<file path="src/hw/rtl/sbb_pkg.sv">
// sbb_pkg: widths, register indexes, divider word and sequencer state types
// for the separable box blur unit. Depends on nothing.
package sbb_pkg;

	localparam int PIX_W     = 8;
	localparam int KS_W      = 6;
	localparam int DIM_W     = 12;
	localparam int POS_W     = 11;
	localparam int SUM_W     = 14;
	localparam int CFG_IDX_W = 2;
	localparam int ROW_LIMIT = 2048;
	localparam int DIV_STEPS = SUM_W;

	localparam logic [CFG_IDX_W-1:0] CFG_KERNEL_SIZE  = 2'd0;
	localparam logic [CFG_IDX_W-1:0] CFG_IMAGE_WIDTH  = 2'd1;
	localparam logic [CFG_IDX_W-1:0] CFG_IMAGE_HEIGHT = 2'd2;

	localparam logic [KS_W-1:0]  KS_RESET = 6'd41;
	localparam logic [DIM_W-1:0] WD_RESET = 12'd640;
	localparam logic [DIM_W-1:0] HT_RESET = 12'd480;

	typedef enum logic [1:0] {
		OP_RMOD,
		OP_CMOD,
		OP_VMEAN,
		OP_HMEAN
	} div_op_t;

	// dq starts as the dividend and ends as the quotient
	typedef struct packed {
		div_op_t         op;
		logic [SUM_W-1:0] dq;
		logic [KS_W-1:0]  rem;
		logic [KS_W-1:0]  d;
	} div_word_t;

	typedef enum logic [3:0] {
		ST_CLEAR,
		ST_IDLE,
		ST_MOD_R,
		ST_MOD_C,
		ST_MOD_WAIT,
		ST_READ,
		ST_VMEAN,
		ST_HMEAN,
		ST_EMIT
	} state_t;

endpackage

</file>
<file path="src/hw/rtl/sbb_div_cell.sv">
// sbb_div_cell: one restoring division step, registered, handing its word on.
// Depends on sbb_pkg for the divider word type.
module sbb_div_cell (
	input  logic              clk,
	input  logic              arst_n,
	input  logic              in_valid,
	input  sbb_pkg::div_word_t in_word,
	output logic              out_valid,
	output sbb_pkg::div_word_t out_word
);

	logic [sbb_pkg::KS_W:0] rem2;
	logic                   ge;
	sbb_pkg::div_word_t     nxt;
	logic                   valid_q;
	sbb_pkg::div_word_t     word_q;

	always_comb begin
		rem2 = {in_word.rem, in_word.dq[sbb_pkg::SUM_W-1]};
		ge = rem2 >= {1'b0, in_word.d};
		nxt = in_word;
		nxt.dq = {in_word.dq[sbb_pkg::SUM_W-2:0], ge};
		nxt.rem = ge ? sbb_pkg::KS_W'(rem2 - {1'b0, in_word.d}) : rem2[sbb_pkg::KS_W-1:0];
	end

	always_ff @(posedge clk or negedge arst_n) begin
		if (!arst_n) begin
			valid_q <= 1'b0;
		end else begin
			valid_q <= in_valid;
		end
	end

	always_ff @(posedge clk) begin
		word_q <= nxt;
	end

	assign out_valid = valid_q;
	assign out_word = word_q;

endmodule

</file>
<file path="src/hw/rtl/sbb_div_chain.sv">
// sbb_div_chain: row of division cells, one quotient bit per cell per cycle.
// Depends on sbb_pkg and sbb_div_cell.
module sbb_div_chain (
	input  logic              clk,
	input  logic              arst_n,
	input  logic              in_valid,
	input  sbb_pkg::div_word_t in_word,
	output logic              out_valid,
	output sbb_pkg::div_word_t out_word
);

	logic               v [0:sbb_pkg::DIV_STEPS];
	sbb_pkg::div_word_t w [0:sbb_pkg::DIV_STEPS];

	assign v[0] = in_valid;
	assign w[0] = in_word;

	for (genvar i = 0; i < sbb_pkg::DIV_STEPS; i++) begin : g_cell
		sbb_div_cell u_cell (
			.clk       (clk),
			.arst_n    (arst_n),
			.in_valid  (v[i]),
			.in_word   (w[i]),
			.out_valid (v[i+1]),
			.out_word  (w[i+1])
		);
	end

	assign out_valid = v[sbb_pkg::DIV_STEPS];
	assign out_word = w[sbb_pkg::DIV_STEPS];

endmodule

</file>
<file path="config.mk">
export PLATFORM = sky130hd
export DESIGN_NAME = sbb_div_chain
export DESIGN_NICKNAME = d
export VERILOG_FILES = /design/src/hw/rtl/sbb_pkg.sv /design/src/hw/rtl/sbb_div_cell.sv /design/src/hw/rtl/sbb_div_chain.sv
export SDC_FILE = /design/constraint.sdc
export NUM_CORES = 1
export LEC_CHECK = 0
export BUFFER_PORTS_ARGS = -buffer_cell sky130_fd_sc_hd__buf_2
export CAP_MARGIN = 20
export CORE_MARGIN = 2
export CORE_UTILIZATION = 65
export CTS_BUF_LIST = sky130_fd_sc_hd__clkbuf_8
export CTS_CLUSTER_SIZE = 28
export DETAILED_ROUTE_END_ITERATION = 16
export PLACE_DENSITY = 0.82
export SKIP_LAST_GASP = 1
export SLEW_MARGIN = 30
export SYNTH_ARGS = -nofsm -noshare
export SYNTH_HDL_FRONTEND = slang
export SYNTH_SLANG_ARGS = --single-unit
</file>
<file path="constraint.sdc">
create_clock -name clk -period 5.8 [get_ports clk]
set_input_delay 0.87 -clock clk [delete_from_list [all_inputs] [get_ports clk]]
set_output_delay 0.87 -clock clk [all_outputs]
set_load 0.03 [all_outputs]
</file>
; After elaboration in Yosys (flattened, before gate mapping)
; Cells that the tools add are included.
[totals]
reg_bits = 406
latchBits = 0
ramBits = 0
rom_bits = 0
inputBits = 31
word_cells = 112
n_memories = 0
[op_classes]
n_addsub = 14
multipliers = 0
n_div = 0
n_lt_le_gt_ge = 14
n_eq_ne = 0
shifts = 0
n_mux = 14
bitwise_logic = 0
n_reduce_logical = 0
[op_table]
columns = cell, count
row1 = 7-bit by 6-bit greater-or-equal comparator with 1-bit output, 14
row2 = 6-bit two-way mux, 14
row3 = 6-bit subtractor, 14

; Longest topological paths before layout
; Gate-level depths: netlist of the first run.
[logic_depth]
depth_word = 2
depth_mapped = 8
mapped_depth_nobuf = 8

; By module
; A second synthesis of the first run with hierarchy kept.
[hier_totals]
cells_unflattened = 1036
hier_area_um2 = 13540.5
[by_module_without_submodules]
columns = mod, instances, cells_per_inst, area_per_inst_um2, seq_area_each_um2
row1 = sbb_div_cell, 14, 74, 967.2, 585.6

; Worst setup path after synthesis of the first run
; No wires, ideal clock.
[synth_path]
kind = input to register
startpoint = input in_word[25] (netlist bit)
endpoint = register g_cell[0].u_cell.word_q (netlist bit g_cell[0].u_cell.out_word[10])
setup_ps = 121
t_arrival_ps = 2397
setup_slack_ps = 3283
cell_stages = 7
path_buffers = 0
cell_sequence = inv_1 > ha_1 > nand2b_4 > a211oi_2 > o21ai_1 > a211oi_4 > mux2_2
[synth_lines]
columns = item, line_no
row1 = "start, declared", sbb_div_chain.sv:7  ; input sbb_pkg::div_word_t in_word,
row2 = "end signal, assigned", sbb_div_cell.sv:35  ; word_q <= nxt;
row3 = "end, declared", sbb_div_cell.sv:16  ; sbb_pkg::div_word_t word_q;

==> impl_metrics.csv, run 1 <==
group,metric,value,unit
power_and_ir_drop,switchingPower,2.62,mW
sta,setup_viol,0,
grt,grt_pass1_vias,7544,
power_and_ir_drop,leakage,7.08,nW
critical_path,crit_path_max_fanout,7,
route,wl_met2,9740,µm
route,dr.max_layer_used,"met4",
sta,fmax,448,MHz
clocking,cts_buffers,59,
clocking,clk_transition_reported_paths,0.06,ns
critical_path,slowest_delay,0.48,ns
run_status,status,"finished, final reports clean",
grt,gr-total-overflow,0,
die,io_pins,60,
sta,hold_violations,0,
power_and_ir_drop,p_int,6.13,mW
route,dr.pass1.iters,5,
yosys,async_reset_ff_share,3.45,%
critical_path,crit_type,"register to register",
final_layout,drive_gt1_share,19.9,%
critical_path,r2r_setup_slack,3.57,ns
final_layout,insertedDiodeCount,0,
yosys,syn_nets,1195,
yosys,yosysSeqAreaShare,60.8,%
sta,slew_viol_final,0,
sta,finalSetupTns,0,ns
yosys,synth-seq-cells,406,
route,via_per_inst,4.94,
die,die_w,148,µm
power_and_ir_drop,power.density,567,nW/µm²
final_layout,postLayoutCoreUtil,76.1,%
clocking,clk_latency,0.60,ns
power_and_ir_drop,vdd_drop_max,0.319,mV
sta,max-slew-margin-rel,66.7,%
power_and_ir_drop,power,8.75,mW
place,gp_congestion,0.798,
sta,rsz0062_at_grt,"no",
critical_path,timing.rr.end,"g_cell[11].u_cell.out_word[11]",
route,route.vias.total,7356,
route,drt_iter0_markers,260,
grt,grt_max_degree,18,
clocking,cts_resized,0,
grt,grt_pass1_wl,32800,µm
yosys,synth_area_leaders,"dfxtp_1 58%, ha_1 9.1%, mux2_2 4.3%",
route,drcViolationCount,0,
critical_path,crit_path_cell_trace,"inv_1 > ha_1 > nand2b_4 > a211oi_2 > o21ai_1 > a211oi_4 > mux2_2",
route,wl_per_cell,12.9,µm
clocking,cts_tree,"done",
die,start_util,66.5,%
place,dp_hpwl,13300,µm
sta,finClkSkew,0.0213,ns
critical_path,worstPathArrival,2.70,ns
yosys,synth-edff-count,0,
yosys,yosysTopAreaCell,"dfxtp_1",
yosys,avgSynthCellArea,12.8,µm²
yosys,syn_inst,1052,
clocking,cts_setup_buffers,0,
route,ant_nets,0,
final_layout,area_growth,14.5,%
clocking,clkSinkCount,406,
grt,antenna_found_initial,0,
yosys,synth_warnings,0,
route,wl,19300,µm
place,port_buffers,59,
final_layout,nets,1314,
critical_path,reg2reg_depth,7,
die,die-area,21900,µm²
yosys,synth_top_cell_area_share,58.2,%
die,fp.coreArea,20300,µm²
clocking,cts_buffer_depth,3,
min_path,hold_class,"input pin to async pin",
flow_run,max_cap_violations,0,
power_and_ir_drop,p_comb_share,30.4,%
critical_path,crit_path_start_kind,"register",
critical_path,cp.required,6.27,ns
place,preCtsSetupSlack,3.03,ns
critical_path,cpMaxStageDelayCell,"a211oi_4",
critical_path,r2r_start,"g_cell[10].u_cell.out_word[25]",
final_layout,layout_commonest_cell,"dfxtp_1",
route,drt-met1-wl,8410,µm
sta,min_period,2.23,ns
critical_path,crit_path_end_kind,"register",
clocking,htreeDepth,2,
yosys,synthFlopType,"dfxtp_1",
route,met3_length,823,µm
die,core.rowCount,52,
sta,tightest_slew,0.497,ns
grt,track_usage,18.1,%
sta,fin_ws,3.57,ns
power_and_ir_drop,p_clk_share,27.2,%
power_and_ir_drop,pwr-share-seq,42.4,%
sta,fin_crit_sh,38.5,%
clocking,cts-root-buf,"clkbuf_8",
clocking,cts_hold_buf,0,
yosys,synth_cell_type_count,36,
final_layout,fillCellCount,1340,
die,fp.dieH,148,µm
yosys,synth.cell_area,13500,µm²
power_and_ir_drop,switching_share,29.9,%
final_layout,final_cell_mix,"392 x dfxtp_1, 158 x inv_1, 98 x ha_1",
## worst max-delay path: cells and delay by family (launching register included)
| family | cells | cell delay (ns) |
|---|---|---|
| compound gates | 3 | 0.90 |
| fa+ha+maj | 1 | 0.30 |
| buf+inv | 1 | 0.06 |
| simple gates | 1 | 0.15 |
| mux | 1 | 0.39 |
| flops | 1 | 0.31 |
## per-layer routing
| metal | vias up | global-route usage [%] |
|---|---|---|
| met5 | - | 0 |
| met4 | 0 | 5.90 |
| met3 | 32 | 4.85 |
| met2 | 128 | 32.7 |
| met1 | 3393 | 20.8 |
| li1 | 3803 | - |
## worst max-delay path by stage
stage / end / cells past startpoint / slack, ns / start
final: g_cell[11].u_cell.out_word[11] / 7 / 3.57 / g_cell[10].u_cell.out_word[25]
after global routing: g_cell[10].u_cell.out_word[11] / 7 / 3.43 / g_cell[9].u_cell.out_word[25]
after CTS: g_cell[5].u_cell.out_word[9] / 7 / 3.53 / g_cell[4].u_cell.out_word[25]
after detailed placement: g_cell[0].u_cell.out_word[11] / 7 / 3.03 / in_word[0]
after global placement: g_cell[0].u_cell.out_word[8] / 7 / 3.06 / in_word[0]
after floorplan: g_cell[0].u_cell.out_word[10] / 7 / 3.28 / in_word[25]
## cell usage after synthesis, types with 14 or more instances
library cell,number
a21o_1,16
o31a_1,15
dfxtp_1,392
nor2b_1,14
fa_1,14
ha_1,98
o21ai_0,30
mux2i_1,27
xnor2_1,26
a21oi_1,40
nor2_1,26
o21a_1,16
dfrtp_1,14
inv_1,141
mux2_2,52
## final cells by class
cell class,instances,area (µm²),share of cell area [%]
sequential,406,8200,53.1
multi-input combinational,504,4760,30.8
clock buffer,76,1050,6.77
inverter,141,529,3.43
tap,270,338,2.19
timing repair buffer,59,295,1.91
clock inverter,34,278,1.80
## flip-flops by register name, indices dropped and copies added, names as in the netlist
register and count:
g_cell.u_cell.out_valid 14, g_cell.u_cell.out_word 392
## logic make-up after synthesis
kind of cell | share of synthesized area (%)
fa+ha+maj | 11.2
simple gates | 4.49
xor+xnor | 1.82
buf+inv | 3.96
compound gates | 11.5
mux | 6.34
flops | 60.8
## power by group through the flow
| stage | Clock [mW] | Combinational, mW | Sequential, mW |
|---|---|---|---|
| after floorplan | 0 | 2.07 | 3.82 |
| after global placement | 0 | 2.55 | 3.74 |
| after detailed placement | 0 | 2.63 | 3.77 |
| after CTS | 2.46 | 2.67 | 3.72 |
| after global routing | 2.59 | 2.93 | 3.77 |
| final | 2.38 | 2.66 | 3.71 |
## per-stage QoR
| step | hold WS [ns] | area (µm²) | instances |
|---|---|---|---|
| after floorplan | 0.310 | 13500 | 1052 |
| after global placement | 0.310 | 14100 | 1380 |
| after detailed placement | 0.312 | 14100 | 1380 |
| after CTS | 0.115 | 15400 | 1490 |
| after global routing | 0.139 | 15400 | 1490 |
| final | 0.149 | 15400 | 1490 |
Power figures use the tool's default switching activity.
==> run 2: changes to the inputs <==
--- a/config.mk
+++ b/config.mk
@@ -8,11 +8,11 @@
 export BUFFER_PORTS_ARGS = -buffer_cell sky130_fd_sc_hd__buf_2
 export CAP_MARGIN = 20
 export CORE_MARGIN = 2
-export CORE_UTILIZATION = 65
+export CORE_UTILIZATION = 57
 export CTS_BUF_LIST = sky130_fd_sc_hd__clkbuf_8
 export CTS_CLUSTER_SIZE = 28
 export DETAILED_ROUTE_END_ITERATION = 16
-export PLACE_DENSITY = 0.82
+export PLACE_DENSITY = 0.76
 export SKIP_LAST_GASP = 1
 export SLEW_MARGIN = 30
 export SYNTH_ARGS = -nofsm -noshare
==> constraint.sdc (replaced) <==
create_clock -name clk -period 1.9 [get_ports clk]
set_input_delay 0.285 -clock clk [delete_from_list [all_inputs] [get_ports clk]]
set_output_delay 0.285 -clock clk [all_outputs]
set_load 0.03 [all_outputs]
==> run 2 against run 1 <==
Effect of this change: the run now ends with setup timing left; count of clock-buffer cells in the layout down 1; cell area is 14% higher; global-route usage fell by 0.81 points; clock skew is 0.0035 ns higher; maximum frequency up 17%; routed wire length rose by 14%; register-to-register slack worse by 3.6 ns; clock power grew to 3.0 times the previous value; largest power group unchanged.
==> impl_metrics.csv, run 2 (synthesis gave the netlist of run 1 again) <==
group,metric,value,unit
run_status,status,"finished with violations",
run_status,violations,"setup timing",
min_path,hp-start,"in_word[25]",
final_layout,drive_gt1_share,34.4,%
power_and_ir_drop,switchingPower,8.83,mW
sta,slew_viol_final,0,
clocking,clk_transition_reported_paths,0.06,ns
critical_path,crit_path_max_fanout,2,
power_and_ir_drop,leakage,7.94,nW
place,dp.cells,1505,
sta,setup_viol,3,
route,wl_per_cell,13.1,µm
final_layout,area_growth,30.2,%
die,die-area,24900,µm²
die,core.rowCount,56,
die,io_pins,60,
critical_path,r2r_setup_slack,-0.004,ns
final_layout,postLayoutCellArea,17600,µm²
sta,fmax,525,MHz
clocking,cts-root-buf,"clkbuf_8",
grt,gr-total-overflow,0,
clocking,clk_latency,0.59,ns
final_layout,largest_reg_flops,392,
final_layout,final_cells,1678,
power_and_ir_drop,power.density,1700,nW/µm²
route,dr.pass1.iters,4,
power_and_ir_drop,p_int,21.0,mW
grt,grt_pass1_wl,35000,µm
clocking,cts_buffers,61,
place,dp_hpwl,14200,µm
clocking,clkSinkCount,406,
sta,finalSetupTns,-0.00677,ns
power_and_ir_drop,vdd_drop_max,0.868,mV
sta,max-slew-margin-rel,76.7,%
grt,grt_max_degree,18,
sta,rsz0062_at_grt,"yes",
critical_path,worstPathArrival,2.38,ns
grt,track_usage,17.3,%
route,drcViolationCount,0,
critical_path,crit_type,"register to register",
power_and_ir_drop,p_clk_share,24.1,%
final_layout,multi_input_area,5610,µm²
critical_path,cp.required,2.37,ns
final_layout,nets,1455,
place,place_area,14800,µm²
critical_path,r2r_start,"g_cell[5].u_cell.out_word[25]",
critical_path,timing.rr.end,"g_cell[6].u_cell.out_word[9]",
final_layout,seqCellArea,8240,µm²
final_layout,insertedDiodeCount,0,
die,start_util,57.8,%
min_path,holdPathEnd,"g_cell[0].u_cell.out_word[6]",
final_layout,fillCellCount,1482,
route,drt_iter0_markers,303,
clocking,cts_buffer_depth,3,
power_and_ir_drop,switching_share,29.6,%
flow_run,max_cap_violations,0,
critical_path,crit_path_end_kind,"register",
critical_path,crit_start,"g_cell[5].u_cell.out_word[25]",
sta,tightest_slew,0.348,ns
route,via_per_inst,4.76,
route,wl,22000,µm
critical_path,crit_path_start_kind,"register",
clocking,htreeDepth,2,
critical_path,reg2reg_depth,8,
die,fp.coreArea,23300,µm²
sta,hold_violations,0,
place,gp_congestion,0.811,
die,die_w,158,µm
route,ant_nets,0,
final_layout,final_cell_mix,"363 x dfxtp_1, 150 x inv_1, 88 x buf_4",
sta,finClkSkew,0.0249,ns
sta,fin_ws,-0.00391,ns
grt,antenna_found_initial,0,
clocking,cts_tree,"done",
grt,grt_pass1_vias,8118,
route,route.vias.total,7986,
sta,fin_crit_sh,100,%
place,port_buffers,59,
min_path,hold_class,"input pin to register",
power_and_ir_drop,pwr-share-seq,38.4,%
min_path,holdPathStages,4,
die,fp.dieH,158,µm
final_layout,layout_commonest_cell,"dfxtp_1",
power_and_ir_drop,p_comb_share,37.5,%
sta,min_period,1.90,ns
-- run 2: how the worst max path moves through the flow --
stage / end / cells after the start
after global placement: g_cell[6].u_cell.out_word[9] / 7
after detailed placement: g_cell[6].u_cell.out_word[9] / 7
after global routing: g_cell[6].u_cell.out_word[10] / 8
after CTS: g_cell[1].u_cell.out_word[6] / 8
after floorplan: g_cell[10].u_cell.out_word[10] / 7
final: g_cell[6].u_cell.out_word[9] / 8
-- run 2: power groups by stage --
stage,Sequential [mW],Combinational [mW],Clock (mW)
floorplan,11.6,6.32,0
CTS,11.4,10.1,7.41
global placement,11.5,8.43,0
global route,11.6,12.2,7.79
finish,11.5,11.2,7.19
detailed placement,11.5,8.69,0
-- run 2: stage by stage --
stage,power [mW],utilization (%),worst slack (ns),hold slack (ns)
after global placement,19.9,63.2,-0.186,0.181
after global routing,31.6,75.3,-0.0614,0.101
after CTS,28.9,73.1,-0.0204,0.0684
after detailed placement,20.2,63.2,-0.184,0.198
after floorplan,18.0,-,0.000268,-0.0106
final,29.8,75.3,-0.00391,0.0948
-- run 2: area by class of cell --
type / count / share of cell area (%)
clock buffers: 75 / 5.88
clock inverters: 35 / 1.52
inverters: 141 / 3.03
multi-input cells: 504 / 31.9
flip-flops and latches: 406 / 46.9
well taps: 319 / 2.27
repair buffers: 198 / 8.50
-- run 2: repair_timing --
item                       in CTS  in global routing
resized for setup             100                103
pin swaps                      40                 41
hold endpoints to repair       42                  0
setup buffers                  25                  9
setup endpoints to repair      71                 76
hold buffers                   29                  0
-- run 2: critical path: stages (launching register included) --
cell and delay, ns:
dfxtp_2 0.32, inv_2 0.06, ha_4 0.20, nand2b_4 0.14
a211oi_4 0.25, o21ai_2 0.09, a211oi_4 0.26, buf_4 0.16
mux2_4 0.30
-- run 2: layer usage --
layer | up-vias | GRT usage (%) | part of all wire [%]
li1 | 4077 | - | -
met1 | 3740 | 18.7 | 40
met2 | 122 | 32.6 | 54
met3 | 47 | 3.48 | 3.4
met4 | 0 | 7.27 | 2.3
met5 | - | 0 | 0
